File: src/rtl/core/rgbhsl_pkg.sv
// rgbhsl_pkg: shared widths, payload types and the divider step function
// for the rgb to hsl pixel converter; depends on nothing
`timescale 1ns / 1ps

package rgbhsl_pkg;

    localparam int CH_W    = 8;   // one color channel
    localparam int HUE_W   = 11;  // hue numerator and 6*d denominator
    localparam int SAT_W   = 8;   // saturation numerator and denominator
    localparam int FIELD_W = 16;  // hue and saturation result fields

    typedef logic [CH_W-1:0]    chan_t;
    typedef logic [HUE_W-1:0]   hue_t;
    typedef logic [SAT_W-1:0]   sat_t;
    typedef logic [FIELD_W-1:0] frac_t;

    // operands handed to the divider pipe
    typedef struct packed {
        hue_t hue_num;
        hue_t hue_den;
        sat_t sat_num;
        sat_t sat_den;
    } div_in_t;

    // side data that rides along with the division
    typedef struct packed {
        logic  gray;
        chan_t light;
        logic  last;
    } tag_t;

    typedef struct packed {
        logic qbit;
        hue_t rem;
    } step_t;

    // one restoring step: optional shift, compare, subtract
    function automatic step_t div_step(hue_t rem, hue_t den, logic shift);
        logic [HUE_W:0] t;
        logic [HUE_W:0] dx;
        step_t          res;
        t        = shift ? {rem, 1'b0} : {1'b0, rem};
        dx       = {1'b0, den};
        res.qbit = (t >= dx);
        if (res.qbit)
        begin
            t = t - dx;
        end
        res.rem = t[HUE_W-1:0];
        return res;
    endfunction

endpackage

File: src/rtl/core/rgbhsl_if.sv
// rgbhsl_pix_if and rgbhsl_hsl_if: valid/ready channels for the pixel
// input and the hsl result; depends on nothing
`timescale 1ns / 1ps

interface rgbhsl_pix_if;
    logic       valid;
    logic       ready;
    logic [7:0] red;
    logic [7:0] green;
    logic [7:0] blue;
    logic       last_pixel;

    modport source (output valid, output red, output green, output blue,
                    output last_pixel, input ready);
    modport sink   (input valid, input red, input green, input blue,
                    input last_pixel, output ready);
endinterface

interface rgbhsl_hsl_if;
    logic        valid;
    logic        ready;
    logic [15:0] hue;
    logic [15:0] saturation;
    logic [7:0]  lightness;
    logic        last_out;

    modport source (output valid, output hue, output saturation,
                    output lightness, output last_out, input ready);
    modport sink   (input valid, input hue, input saturation,
                    input lightness, input last_out, output ready);
endinterface

File: src/rtl/core/rgb_to_hsl_pixel.sv
// rgb_to_hsl_pixel: top level of the rgb to hsl pixel converter
// depends on rgbhsl_pkg, rgbhsl_if and rgbhsl_div_pipe
`timescale 1ns / 1ps

// usage
// - pixel: valid/ready sink, one rgb word (8-bit red, green, blue and a
//   last-pixel mark) per handshake
// - hsl: valid/ready source, one word per pixel with 16-bit hue and
//   saturation fractions, 8-bit lightness and the copied last mark
// - throughput: one pixel per clock, sustained, when hsl.ready stays high
// - pipeline: three front stages find max/min and build the operands,
//   then FRAC_BITS + 1 divider stages each resolve one quotient bit of
//   hue and saturation side by side, then one output register
// - every stage carries a valid bit and loads when it is empty or its
//   successor moves, so bubbles collapse and a stall loses nothing
// - when the receiver stalls the output word holds, the pipe keeps
//   filling, and pixel.ready drops only once every stage is full
// - reset clears all valid bits; no word is in flight afterwards
// - gray pixels give hue and saturation zero; full saturation reads 65535

module rgb_to_hsl_pixel #(
    parameter int FRAC_BITS = 16
) (
    input  logic                 clk,
    input  logic                 rst_n,
    rgbhsl_pix_if.sink           pixel,
    rgbhsl_hsl_if.source         hsl
);

    localparam int STEPS  = FRAC_BITS + 1;     // integer bit plus fraction bits
    localparam int FRONT  = 3;                 // input, max/min, operand stages
    localparam int NS     = FRONT + STEPS + 1; // plus the output register
    localparam logic [8:0] SUM_LIMIT = 9'd255;
    localparam logic [9:0] SUM_FULL  = 10'd510;

    // stage valid bits and load enables
    logic [NS-1:0] v_reg;
    logic [NS-1:0] v_next;
    logic [NS:0]   en;

    always_comb
    begin
        en[NS] = hsl.ready;
        for (int i = NS - 1; i >= 0; i--)
        begin
            en[i] = !v_reg[i] || en[i+1];
        end
    end

    always_comb
    begin
        v_next = v_reg;
        if (en[0])
        begin
            v_next[0] = pixel.valid;
        end
        for (int i = 1; i < NS; i++)
        begin
            if (en[i])
            begin
                v_next[i] = v_reg[i-1];
            end
        end
    end

    always_ff @(posedge clk or negedge rst_n)
    begin
        if (!rst_n)
        begin
            v_reg <= '0;
        end
        else
        begin
            v_reg <= v_next;
        end
    end

    assign pixel.ready = en[0];

    // stage a: register the incoming word
    rgbhsl_pkg::chan_t r_a_reg, g_a_reg, b_a_reg;
    logic              last_a_reg;

    always_ff @(posedge clk)
    begin
        if (en[0])
        begin
            r_a_reg    <= pixel.red;
            g_a_reg    <= pixel.green;
            b_a_reg    <= pixel.blue;
            last_a_reg <= pixel.last_pixel;
        end
    end

    // stage b: largest and smallest channel, which formula applies
    rgbhsl_pkg::chan_t mx_w, mn_w;
    rgbhsl_pkg::chan_t r_b_reg, g_b_reg, b_b_reg, mx_b_reg, mn_b_reg;
    logic              r_max_b_reg, g_max_b_reg, last_b_reg;

    always_comb
    begin
        mx_w = r_a_reg;
        mn_w = r_a_reg;
        if (g_a_reg > mx_w) mx_w = g_a_reg;
        if (b_a_reg > mx_w) mx_w = b_a_reg;
        if (g_a_reg < mn_w) mn_w = g_a_reg;
        if (b_a_reg < mn_w) mn_w = b_a_reg;
    end

    always_ff @(posedge clk)
    begin
        if (en[1])
        begin
            r_b_reg     <= r_a_reg;
            g_b_reg     <= g_a_reg;
            b_b_reg     <= b_a_reg;
            mx_b_reg    <= mx_w;
            mn_b_reg    <= mn_w;
            r_max_b_reg <= (r_a_reg == mx_w);
            g_max_b_reg <= (g_a_reg == mx_w);
            last_b_reg  <= last_a_reg;
        end
    end

    // stage c: divider operands; hue numerator kept non-negative over 6d
    rgbhsl_pkg::chan_t   d_w;
    logic [8:0]          s_w;
    rgbhsl_pkg::hue_t    d_ext, d6_w, hue_num_w;
    logic [9:0]          s_rev_w;
    rgbhsl_pkg::div_in_t div_in_reg;
    rgbhsl_pkg::tag_t    tag_c_reg;

    always_comb
    begin
        d_w     = mx_b_reg - mn_b_reg;
        s_w     = {1'b0, mx_b_reg} + {1'b0, mn_b_reg};
        s_rev_w = SUM_FULL - {1'b0, s_w};
        d_ext   = rgbhsl_pkg::hue_t'(d_w);
        d6_w    = (d_ext << 2) + (d_ext << 1);
        if (r_max_b_reg)
        begin
            if (g_b_reg >= b_b_reg)
                hue_num_w = rgbhsl_pkg::hue_t'(g_b_reg - b_b_reg);
            else
                hue_num_w = d6_w - rgbhsl_pkg::hue_t'(b_b_reg - g_b_reg);
        end
        else if (g_max_b_reg)
        begin
            hue_num_w = (d_ext << 1) + rgbhsl_pkg::hue_t'(b_b_reg)
                      - rgbhsl_pkg::hue_t'(r_b_reg);
        end
        else
        begin
            hue_num_w = (d_ext << 2) + rgbhsl_pkg::hue_t'(r_b_reg)
                      - rgbhsl_pkg::hue_t'(g_b_reg);
        end
    end

    always_ff @(posedge clk)
    begin
        if (en[2])
        begin
            div_in_reg.hue_num <= hue_num_w;
            div_in_reg.hue_den <= d6_w;
            div_in_reg.sat_num <= d_w;
            div_in_reg.sat_den <= (s_w < SUM_LIMIT) ? s_w[7:0] : s_rev_w[7:0];
            tag_c_reg.gray     <= (d_w == '0);
            tag_c_reg.light    <= s_w[8:1];
            tag_c_reg.last     <= last_b_reg;
        end
    end

    // divider stages
    logic [STEPS-1:0] hue_q, sat_q;
    rgbhsl_pkg::tag_t tag_out;

    rgbhsl_div_pipe #(
        .STEPS (STEPS)
    ) u_div (
        .clk     (clk),
        .en      (en[FRONT +: STEPS]),
        .din     (div_in_reg),
        .tag_in  (tag_c_reg),
        .hue_q   (hue_q),
        .sat_q   (sat_q),
        .tag_out (tag_out)
    );

    // output register: clamp a saturation of one, zero gray pixels
    logic [FRAC_BITS-1:0] hue_frac, sat_frac;
    rgbhsl_pkg::frac_t    hue_reg, sat_reg;
    rgbhsl_pkg::chan_t    light_reg;
    logic                 last_reg;

    assign hue_frac = hue_q[FRAC_BITS-1:0];
    assign sat_frac = sat_q[FRAC_BITS] ? '1 : sat_q[FRAC_BITS-1:0];

    always_ff @(posedge clk)
    begin
        if (en[NS-1])
        begin
            hue_reg   <= tag_out.gray ? '0 : rgbhsl_pkg::frac_t'(hue_frac);
            sat_reg   <= tag_out.gray ? '0 : rgbhsl_pkg::frac_t'(sat_frac);
            light_reg <= tag_out.light;
            last_reg  <= tag_out.last;
        end
    end

    assign hsl.valid      = v_reg[NS-1];
    assign hsl.hue        = hue_reg;
    assign hsl.saturation = sat_reg;
    assign hsl.lightness  = light_reg;
    assign hsl.last_out   = last_reg;

`ifndef SYNTHESIS
    // input backpressure only when every stage holds a word
    a_full_stall: assert property (@(posedge clk) disable iff (!rst_n)
        !pixel.ready |-> (&v_reg))
        else $error("pixel.ready low with an empty stage");

    // hue stays below one full turn, so its integer bit never sets
    a_hue_below_one: assert property (@(posedge clk) disable iff (!rst_n)
        (v_reg[NS-2] && !tag_out.gray) |-> !hue_q[FRAC_BITS])
        else $error("hue quotient reached one turn");

    // a stalled output stage keeps its valid bit into the next cycle
    a_out_hold: assert property (@(posedge clk) disable iff (!rst_n)
        (v_reg[NS-1] && !hsl.ready) |=> v_reg[NS-1])
        else $error("output word dropped while stalled");
`endif

endmodule

File: src/rtl/core/rgbhsl_div_pipe.sv
// rgbhsl_div_pipe: two lane pipelined restoring divider, one quotient bit
// per stage, for hue and saturation; depends on rgbhsl_pkg
`timescale 1ns / 1ps

module rgbhsl_div_pipe #(
    parameter int STEPS = 17
) (
    input  logic                 clk,
    input  logic [STEPS-1:0]     en,
    input  rgbhsl_pkg::div_in_t  din,
    input  rgbhsl_pkg::tag_t     tag_in,
    output logic [STEPS-1:0]     hue_q,
    output logic [STEPS-1:0]     sat_q,
    output rgbhsl_pkg::tag_t     tag_out
);

    rgbhsl_pkg::hue_t h_rem_reg [STEPS];
    rgbhsl_pkg::hue_t h_den_reg [STEPS];
    logic [STEPS-1:0] h_q_reg   [STEPS];
    rgbhsl_pkg::sat_t s_rem_reg [STEPS];
    rgbhsl_pkg::sat_t s_den_reg [STEPS];
    logic [STEPS-1:0] s_q_reg   [STEPS];
    rgbhsl_pkg::tag_t tag_reg   [STEPS];

    for (genvar i = 0; i < STEPS; i++)
    begin : g_stage
        rgbhsl_pkg::hue_t    h_rem_in;
        rgbhsl_pkg::hue_t    h_den_in;
        logic [STEPS-1:0]    h_q_in;
        rgbhsl_pkg::sat_t    s_rem_in;
        rgbhsl_pkg::sat_t    s_den_in;
        logic [STEPS-1:0]    s_q_in;
        rgbhsl_pkg::tag_t    tag_in_w;
        rgbhsl_pkg::step_t   h_st;
        rgbhsl_pkg::step_t   s_st;
        logic                shift;

        if (i == 0)
        begin : g_first
            assign h_rem_in = din.hue_num;
            assign h_den_in = din.hue_den;
            assign h_q_in   = '0;
            assign s_rem_in = din.sat_num;
            assign s_den_in = din.sat_den;
            assign s_q_in   = '0;
            assign tag_in_w = tag_in;
            assign shift    = 1'b0;  // integer bit, no shift
        end
        else
        begin : g_next
            assign h_rem_in = h_rem_reg[i-1];
            assign h_den_in = h_den_reg[i-1];
            assign h_q_in   = h_q_reg[i-1];
            assign s_rem_in = s_rem_reg[i-1];
            assign s_den_in = s_den_reg[i-1];
            assign s_q_in   = s_q_reg[i-1];
            assign tag_in_w = tag_reg[i-1];
            assign shift    = 1'b1;
        end

        assign h_st = rgbhsl_pkg::div_step(h_rem_in, h_den_in, shift);
        assign s_st = rgbhsl_pkg::div_step(rgbhsl_pkg::hue_t'(s_rem_in),
                                           rgbhsl_pkg::hue_t'(s_den_in), shift);

        always_ff @(posedge clk)
        begin
            if (en[i])
            begin
                h_rem_reg[i] <= h_st.rem;
                h_den_reg[i] <= h_den_in;
                h_q_reg[i]   <= {h_q_in[STEPS-2:0], h_st.qbit};
                s_rem_reg[i] <= s_st.rem[rgbhsl_pkg::SAT_W-1:0];
                s_den_reg[i] <= s_den_in;
                s_q_reg[i]   <= {s_q_in[STEPS-2:0], s_st.qbit};
                tag_reg[i]   <= tag_in_w;
            end
        end
    end

    assign hue_q   = h_q_reg[STEPS-1];
    assign sat_q   = s_q_reg[STEPS-1];
    assign tag_out = tag_reg[STEPS-1];

endmodule
File: src/flat_wrapper.sv
// flat-port wrapper written by rule: the top's interface ports become plain ports
module rgb_to_hsl_pixel_flat 
#(
    parameter int FRAC_BITS = 16
)
  (clk, rst_n, pixel_valid, pixel_red, pixel_green, pixel_blue, pixel_last_pixel, pixel_ready, hsl_valid, hsl_hue, hsl_saturation, hsl_lightness, hsl_last_out, hsl_ready);
  rgbhsl_pix_if pixel_i ();
  rgbhsl_hsl_if hsl_i ();
  input  logic clk;
  input  logic rst_n;
  input wire logic [$bits(pixel_i.valid)-1:0] pixel_valid;
  input wire logic [$bits(pixel_i.red)-1:0] pixel_red;
  input wire logic [$bits(pixel_i.green)-1:0] pixel_green;
  input wire logic [$bits(pixel_i.blue)-1:0] pixel_blue;
  input wire logic [$bits(pixel_i.last_pixel)-1:0] pixel_last_pixel;
  output wire logic [$bits(pixel_i.ready)-1:0] pixel_ready;
  output wire logic [$bits(hsl_i.valid)-1:0] hsl_valid;
  output wire logic [$bits(hsl_i.hue)-1:0] hsl_hue;
  output wire logic [$bits(hsl_i.saturation)-1:0] hsl_saturation;
  output wire logic [$bits(hsl_i.lightness)-1:0] hsl_lightness;
  output wire logic [$bits(hsl_i.last_out)-1:0] hsl_last_out;
  input wire logic [$bits(hsl_i.ready)-1:0] hsl_ready;
  assign pixel_i.valid = pixel_valid;
  assign pixel_i.red = pixel_red;
  assign pixel_i.green = pixel_green;
  assign pixel_i.blue = pixel_blue;
  assign pixel_i.last_pixel = pixel_last_pixel;
  assign pixel_ready = pixel_i.ready;
  assign hsl_valid = hsl_i.valid;
  assign hsl_hue = hsl_i.hue;
  assign hsl_saturation = hsl_i.saturation;
  assign hsl_lightness = hsl_i.lightness;
  assign hsl_last_out = hsl_i.last_out;
  assign hsl_i.ready = hsl_ready;
  rgb_to_hsl_pixel #(.FRAC_BITS(FRAC_BITS)) u_core (.clk(clk), .rst_n(rst_n), .pixel(pixel_i), .hsl(hsl_i));
endmodule
File: config.mk
export PLATFORM = sky130hd
export DESIGN_NAME = rgb_to_hsl_pixel_flat
export DESIGN_NICKNAME = d
export VERILOG_FILES = /design/src/rtl/core/rgbhsl_pkg.sv /design/src/rtl/core/rgbhsl_if.sv /design/src/rtl/core/rgb_to_hsl_pixel.sv /design/src/rtl/core/rgbhsl_div_pipe.sv /design/src/flat_wrapper.sv
export SDC_FILE = /design/constraint.sdc
export NUM_CORES = 2
export LEC_CHECK = 0
export ABC_CLOCK_PERIOD_IN_PS = 9600
export BUFFER_PORTS_ARGS = -buffer_cell sky130_fd_sc_hd__buf_4
export CAP_MARGIN = 20
export CORE_MARGIN = 3
export CORE_UTILIZATION = 64
export DETAILED_ROUTE_END_ITERATION = 8
export HOLD_SLACK_MARGIN = 0.05
export PLACE_DENSITY = 0.78
export SLEW_MARGIN = 40
export SYNTH_ARGS = -nofsm -noshare
export SYNTH_HDL_FRONTEND = slang
export SYNTH_SLANG_ARGS = --single-unit
File: constraint.sdc
create_clock -name clk -period 9.6 [get_ports clk]
set_input_delay 0.48 -clock clk [delete_from_list [all_inputs] [get_ports clk]]
set_output_delay 0.48 -clock clk [all_outputs]
set_load 0.02 [all_outputs]
* Yosys cells after proc, flatten, opt, wreduce, memory -nomap -nowiden
Memory sizes are Yosys's and may differ from the RTL's. A register that Yosys moved wholly into a read port is not among the register bits. Index checks and enable logic that the tools add are counted.
Word-level totals: register bits after elaboration 162, bits in writable memories 1394, bits of input ports 29, output and inout port bits 43, logic and storage cells 257, memories 7
Memory list:
- u_core.u_div.h_q_reg | words 17, bits a word 17, rd ports 17, clocked after memory_dff 1, write ports 17, line rgbhsl_div_pipe.sv:19 | logic [STEPS-1:0] h_q_reg [STEPS];
- u_core.u_div.s_q_reg | words 17, bits a word 17, rd ports 17, clocked after memory_dff 0, write ports 17, line rgbhsl_div_pipe.sv:22 | logic [STEPS-1:0] s_q_reg [STEPS];
- u_core.u_div.h_den_reg | words 17, bits a word 11, rd ports 16, clocked after memory_dff 0, write ports 17, line rgbhsl_div_pipe.sv:18 | rgbhsl_pkg::hue_t h_den_reg [STEPS];
- u_core.u_div.h_rem_reg | words 17, bits a word 11, rd ports 16, clocked after memory_dff 0, write ports 17, line rgbhsl_div_pipe.sv:17 | rgbhsl_pkg::hue_t h_rem_reg [STEPS];
- u_core.u_div.tag_reg | words 17, bits a word 10, rd ports 17, clocked after memory_dff 0, write ports 17, line rgbhsl_div_pipe.sv:23 | rgbhsl_pkg::tag_t tag_reg [STEPS];
- u_core.u_div.s_den_reg | words 17, bits a word 8, rd ports 16, clocked after memory_dff 0, write ports 17, line rgbhsl_div_pipe.sv:21 | rgbhsl_pkg::sat_t s_den_reg [STEPS];
- +1 memories
Cells by class: $add $sub $neg 45, order comparisons 40, eq/ne operators 2, mux-type cells 77, reductions and logical operators 43
Operators with widths (number):
- 11-bit two-way mux | 20
- 11-bit subtractor | 18
- 12-bit by 11-bit greater-or-equal comparator with 1-bit output | 16
- 8-bit two-way mux | 22
- 9-bit by 8-bit greater-or-equal comparator with 1-bit output | 16
- 8-bit subtractor | 18
- 1-bit two-way mux | 34
- 11-bit by 8-bit subtractor with 11-bit output | 2
- 1-bit zero test | 21
- 1-bit logical OR | 21
- 8-bit by 8-bit subtractor with 9-bit output | 2
- 8-bit == test | 2
- 8-bit greater-or-equal comparator | 2
- 8-bit greater-than comparator | 2
- 8-bit less-than comparator | 2
- 16-bit two-way mux | 1
- 10-bit by 8-bit adder with 11-bit output | 1
- 10-bit by 9-bit adder with 11-bit output | 1
- 11-bit greater-or-equal comparator | 1
- 9-bit by 8-bit adder with 10-bit output | 1
- 8-bit by 8-bit adder with 9-bit output | 1
- 9-bit by 8-bit less-than comparator with 1-bit output, second input constant | 1
- 8-bit zero test | 1
- 8-bit subtractor, first input constant | 1

* Depth between registers and ports, before layout
depth after elaboration 22, mapped depth 21, gate-level depth less buffers 20

* Modules after synthesis
A second synthesis with hierarchy kept.
Second synthesis, totals: cell total of the unflattened synthesis 4578, area total of the unflattened synthesis 61617.8 µm²
By module, submodules not included:
- rgbhsl_div_pipe | times used 1, cells each 3606, area an instance 50897.6 µm², seq. area each 32551.2 µm²
- rgb_to_hsl_pixel | times used 1, cells each 972, area an instance 10720.3 µm², seq. area each 5149.9 µm²

* Least setup slack after synthesis
No wires, ideal clock.
path kind input port to flip-flop, start point input port hsl_ready, end point register u_core.div_in_reg[0] in the netlist's numbering (enable), arrival 6.584 ns, required time 8.914 ns, path slack 2.330 ns, cell stages on the path 9, buffers on the path 0, cells stage by stage and3b_1 > inv_1 > nor2_1 > and2_1 > inv_1 > nor3_1 > nand4_1 > nor2_1 > nand3_1
Between the ends: word-level cells in the longest chain between the ends 19
Ends and longest elaborated chain:
- from (decl) | line flat_wrapper.sv:22 | input wire logic [$bits(hsl_i.ready)-1:0] hsl_ready;
- 1-bit logical OR (2 in a row) | line rgb_to_hsl_pixel.sv:46 | en[i] = !v_reg[i] || en[i+1];
- via u_core.en[19] | line rgb_to_hsl_pixel.sv:39 | logic [NS:0] en;
- 1-bit logical OR (4 in a row) | line rgb_to_hsl_pixel.sv:46
- via u_core.en[15] | line rgb_to_hsl_pixel.sv:39
- 1-bit logical OR (10 in a row) | line rgb_to_hsl_pixel.sv:46
- via u_core.en[5] | line rgb_to_hsl_pixel.sv:39
- 1-bit logical OR (3 in a row) | line rgb_to_hsl_pixel.sv:46
- via u_core.en[2] | line rgb_to_hsl_pixel.sv:39
- to (decl) | line rgb_to_hsl_pixel.sv:130 | rgbhsl_pkg::div_in_t div_in_reg;
The timed path passes the listed nets, and every way through them passes these cells. A chain may end at the register's enable or synchronous reset.

* Worst setup path in the final report
start point register u_core.v_reg[20], end point output port pixel_ready
Between the ends: word-level cells in the longest chain between the ends 22
Ends and longest elaborated chain:
- from (decl) | line rgb_to_hsl_pixel.sv:37 | logic [NS-1:0] v_reg;
- from (signal assigned) | line rgb_to_hsl_pixel.sv:74 | v_reg <= v_next;
- 1-bit zero test | line rgb_to_hsl_pixel.sv:46
- 1-bit logical OR (2 in a row) | line rgb_to_hsl_pixel.sv:46
- via u_core.en[19] | line rgb_to_hsl_pixel.sv:39
- 1-bit logical OR (4 in a row) | line rgb_to_hsl_pixel.sv:46
- via u_core.en[15] | line rgb_to_hsl_pixel.sv:39
- 1-bit logical OR (10 in a row) | line rgb_to_hsl_pixel.sv:46
- via u_core.en[5] | line rgb_to_hsl_pixel.sv:39
- 1-bit logical OR (5 in a row) | line rgb_to_hsl_pixel.sv:46
- to (decl) | line flat_wrapper.sv:16 | output wire logic [$bits(pixel_i.ready)-1:0] pixel_ready;
The timed path passes the listed nets, and every way through them passes these cells.

==> load_flow_metrics.sql <==
INSERT INTO impl_metrics (metric_group, metric, value, unit) VALUES
('worst_setup_path', 'worstReg2RegEnd', 'u_core.div_in_reg[35]$_DFFE_PP_', ''),
('global_routing', 'globalRouteOverflowTotal', '0', ''),
('worst_setup_path', 'critPathMostFrequentCell', 'sky130_fd_sc_hd__buf_4', ''),
('floorplanning', 'fp.dieH', '304', 'um'),
('final_layout', 'finish.cell_count_without_fillers', '5615', ''),
('timing', 'fin_skew', '0.0684', 'ns'),
('drt', 'routedLengthMet1', '44500', 'um'),
('worst_hold_path', 'min-delay-path-class', 'primary input to async pin', ''),
('floorplanning', 'fp-row-count', '108', ''),
('worst_setup_path', 'setup.reg_to_reg.worst_slack', '4.66', 'ns'),
('final_layout', 'post_route_cells_drive_above_1_share', '0.121', ''),
('status', 'run_status', 'completed', ''),
('global_routing', 'via_count_of_the_first_global_routing_pass', '32500', ''),
('synth', 'synth_area_per_cell', '13.7', 'sq um'),
('placement', 'gpl.final_weighted_congestion', '0.883', ''),
('floorplanning', 'number_of_top_level_pins', '72', ''),
('drt', 'drt_iter0_drc', '2283', ''),
('worst_setup_path', 'worst_path_dominant_cell_family', 'simple AND/OR/NAND/NOR gates', ''),
('timing', 'timing.final.max_slew_violations', '0', ''),
('placement', 'place.port_buffers', '71', ''),
('clock_network', 'cts_made_buffers', '116', ''),
('drt', 'routed_wire_length_on_met3', '5020', 'um'),
('timing', 'setup-violations-final', '0', ''),
('placement', 'numPlacedInstances', '5370', ''),
('synth', 'synthFlopType', 'sky130_fd_sc_hd__edfxtp_1', ''),
('synth', 'register_area_share_after_synthesis', '0.630', ''),
('global_routing', 'antenna_violations_before_repair', '0', ''),
('final_layout', 'diodes', '0', ''),
('worst_setup_path', 'worstRegToRegCells', '16', ''),
('final_layout', 'largest_register_ffs', '170', ''),
('synth', 'number_of_enable_type_register_cells_in_the_synthesized_netlist', '1174', ''),
('drt', 'highest-signal-layer', 'met4', ''),
('drt', 'avgRoutedWirePerCell', '18.8', 'um'),
('floorplanning', 'initial_core_util', '0.650', ''),
('drt', 'drcViolationCount', '0', ''),
('timing', 'fin_setup_tns', '0', 'ns'),
('worst_setup_path', 'timing.critical_path.slowest_stage_cell', 'sky130_fd_sc_hd__nor2_1', ''),
('synth', 'synth_nets', '4626', ''),
('worst_setup_path', 'timing.critical_path.arrival', '4.74', 'ns'),
('timing', 'period_utilization', '0.544', ''),
('clock_network', 'post_cts_resize_count', '0', ''),
('final_layout', 'fin_nets', '4838', ''),
('synth', 'yosys_register_bits', '1195', ''),
('worst_setup_path', 'worst_path_largest_cell_delay', '0.51', 'ns'),
('global_routing', 'grt_start_max_net_pins', '73', ''),
('worst_setup_path', 'path_max_fanout', '52', ''),
('synth', 'synth-warning-count', '0', ''),
('floorplanning', 'core_area', '0.0874', 'sq mm'),
('synth', 'post_synth_instance_area', '0.0568', 'sq mm'),
('drt', 'drt_wl_total', '106000', 'um'),
('drt', 'vias_per_cell', '5.65', ''),
('floorplanning', 'floorplan.die_area', '0.0924', 'sq mm'),
('drt', 'dr.pass1.iters', '5', ''),
('clock_network', 'worst_skew_pair.late_latency', '0.72', 'ns'),
('timing', 'fmax', '192', 'MHz'),
('timing', 'pin_slew_with_the_least_headroom_to_its_limit', '0.808', 'ns'),
('synth', 'ys_types', '81', ''),
('final_layout', 'area_growth_syn_to_layout', '11.2', '%'),
('clock_network', 'cts.path.max_buffers', '3', ''),
('worst_setup_path', 'crit_buf_inv', '6', ''),
('synth', 'synthCells', '4148', ''),
('clock_network', 'clock_tree_from_tritoncts', 'built', ''),
('drt', 'drt.antenna.violating_nets', '0', ''),
('clock_network', 'cts.sink_count', '1195', ''),
('drt', 'routed-wl-met2', '53400', 'um'),
('flow_run', 'max-cap-violations', '0', ''),
('timing', 'setup_repair_after_global_routing_missed_its_margin', 'no', ''),
('placement', 'dp.final_hpwl', '72400', 'um'),
('worst_setup_path', 'crit_path_cell_trace', 'and3b_1 -> clkinv_1 -> buf_4 -> nor2_1 -> and2_1 -> inv_2 -> nor3_2 -> nand4_1 -> buf_4 -> nor2_1 -> nand3_1 -> buf_4 -> buf_4', ''),
('clock_network', 'clock_tree.htree_level_count', '3', ''),
('timing', 'finalHoldViolations', '0', '');
synth_stat cells (all sizes together) (3+ instances only):
library cell     n  share of area
a221oi          16         0.0026
a21oi          121          0.011
xnor2          140          0.022
xor2            65          0.010
buf             11         0.0012
o21bai           8         0.0011
ha             404          0.089
o22ai            4        0.00044
clkbuf          16         0.0011
nor2b           98          0.011
mux2           186          0.037
nor3            40         0.0035
a21boi          64         0.0085
a31oi           16         0.0023
edfxtp        1174           0.62
nand3           52         0.0046
fa              45          0.016
dfrtp           21         0.0093
or3              7        0.00077
and2            17         0.0019
nand2          140         0.0093
o31a            11         0.0017
a21o            86          0.011
or2             12         0.0013
nand4           58         0.0064
a311oi          17         0.0026
and3            15         0.0017
a2bb2oi          3        0.00046
o21ai          188          0.017
a21bo            9         0.0016
a211oi          14         0.0019
nand2b          64         0.0070
inv            552          0.036
nor2           311          0.022
and4             3        0.00046
mux2i           57          0.010
a211o           10         0.0015
o21a            42         0.0056
o211ai           6        0.00079
maj3             3        0.00057
o31ai           14         0.0021
layer usage:
layer  vias up  global-route usage
met5         -                   0
met1     15400               0.300
met4         0              0.0646
met2       746               0.404
met3       207              0.0369
li1      15400                   -
what timing repair did:
action                                  in CTS  in global routing
endpoints found under the setup margin       0                  0
hold buffers                                27                  0
hold endpoints to repair                    47                  0
area by class of cell:
class / instances / area (sq um)
multi-input combinational: 2373 / 18900
fill: 5477 / 24300
sequential: 1195 / 35800
timing repair buffer: 121 / 995
tap: 1155 / 1450
inverter: 553 / 2080
clock inverter: 72 / 827
clock buffer: 146 / 3150
logic make-up (layout without fill, tap and decap cells):
| family | after synthesis | in the layout | synth area share |
|---|---|---|---|
| buffers and inverters | 580 | 892 | 0.0389 |
| multiplexers | 243 | 243 | 0.0469 |
| AO/OA/AOI/OAI | 647 | 647 | 0.0751 |
| AND/OR/NAND/NOR | 825 | 825 | 0.0712 |
| adder cells (fa/ha/maj) | 452 | 452 | 0.105 |
| XOR/XNOR | 206 | 206 | 0.0325 |
| flip-flops | 1195 | 1195 | 0.630 |
worst max-delay path by stage:
stage | slack [ns] | depth (start not counted) | endpoint | from
final | 4.38 | 13 | pixel_ready | u_core.v_reg[20]$_DFFE_PN0P_
after global routing | 3.94 | 13 | pixel_ready | u_core.v_reg[20]$_DFFE_PN0P_
after CTS | 3.98 | 13 | pixel_ready | u_core.v_reg[20]$_DFFE_PN0P_
after detailed placement | 4.62 | 16 | u_core.div_in_reg[35]$_DFFE_PP_ | u_core.mn_b_reg[1]$_DFFE_PP_
after global placement | 4.75 | 16 | u_core.div_in_reg[35]$_DFFE_PP_ | u_core.mn_b_reg[1]$_DFFE_PP_
after floorplan | 2.33 | 9 | u_core.div_in_reg[0]$_DFFE_PP_ | hsl_ready
metrics by stage:
step / cell area [sq um] / hold WS, ns / utilization / worst slack [ns]
2_1_floorplan: 56800 / 0.184 / - / 2.33
6_report: 63100 / 0.205 / 0.722 / 4.38
3_3_place_gp: 58900 / 0.381 / 0.673 / 4.75
3_5_place_dp: 58900 / 0.383 / 0.674 / 4.62
4_1_cts: 63100 / 0.162 / 0.722 / 3.98
5_1_grt: 63100 / 0.194 / 0.722 / 3.94
cell usage in the layout, fill, tap and decap left out, types with 13 or more instances in the layout:
cell                            Yosys  final
sky130_fd_sc_hd__clkbuf_16          0    117
sky130_fd_sc_hd__a31oi_1           14     14
sky130_fd_sc_hd__mux2_2           186    186
sky130_fd_sc_hd__fa_1              45     45
sky130_fd_sc_hd__nor2_2            18     18
sky130_fd_sc_hd__clkbuf_1          16     18
sky130_fd_sc_hd__buf_4              0     89
sky130_fd_sc_hd__a21oi_1          119    119
sky130_fd_sc_hd__nor3_1            40     39
sky130_fd_sc_hd__xnor2_1          138    138
sky130_fd_sc_hd__nor2b_1           98     98
sky130_fd_sc_hd__dlygate4sd3_1      0     27
sky130_fd_sc_hd__nand4_1           58     58
sky130_fd_sc_hd__clkinv_2           0     24
sky130_fd_sc_hd__clkinv_1           0     24
sky130_fd_sc_hd__ha_1             404    404
sky130_fd_sc_hd__and2_1            17     17
sky130_fd_sc_hd__and3_1            15     15
sky130_fd_sc_hd__nand2_1          139    134
sky130_fd_sc_hd__a221oi_1          15     15
sky130_fd_sc_hd__xor2_1            65     65
sky130_fd_sc_hd__edfxtp_1        1174   1174
sky130_fd_sc_hd__nor2_1           286    286
sky130_fd_sc_hd__nand2b_1          64     63
sky130_fd_sc_hd__a311oi_1          17     17
sky130_fd_sc_hd__a21o_1            86     86
sky130_fd_sc_hd__a21boi_0          64     64
sky130_fd_sc_hd__a211oi_1          14     13
sky130_fd_sc_hd__o21a_1            42     42
sky130_fd_sc_hd__dfrtp_1           21     21
sky130_fd_sc_hd__inv_1            550    544
sky130_fd_sc_hd__o21ai_0          183    183
sky130_fd_sc_hd__nand3_1           52     48
sky130_fd_sc_hd__mux2i_1           57     57
sky130_fd_sc_hd__bufinv_16          0     14
Power is left out: the tool's default activity adds up to more than one toggle a clock period on the data nets, which glitch-free logic cannot reach.
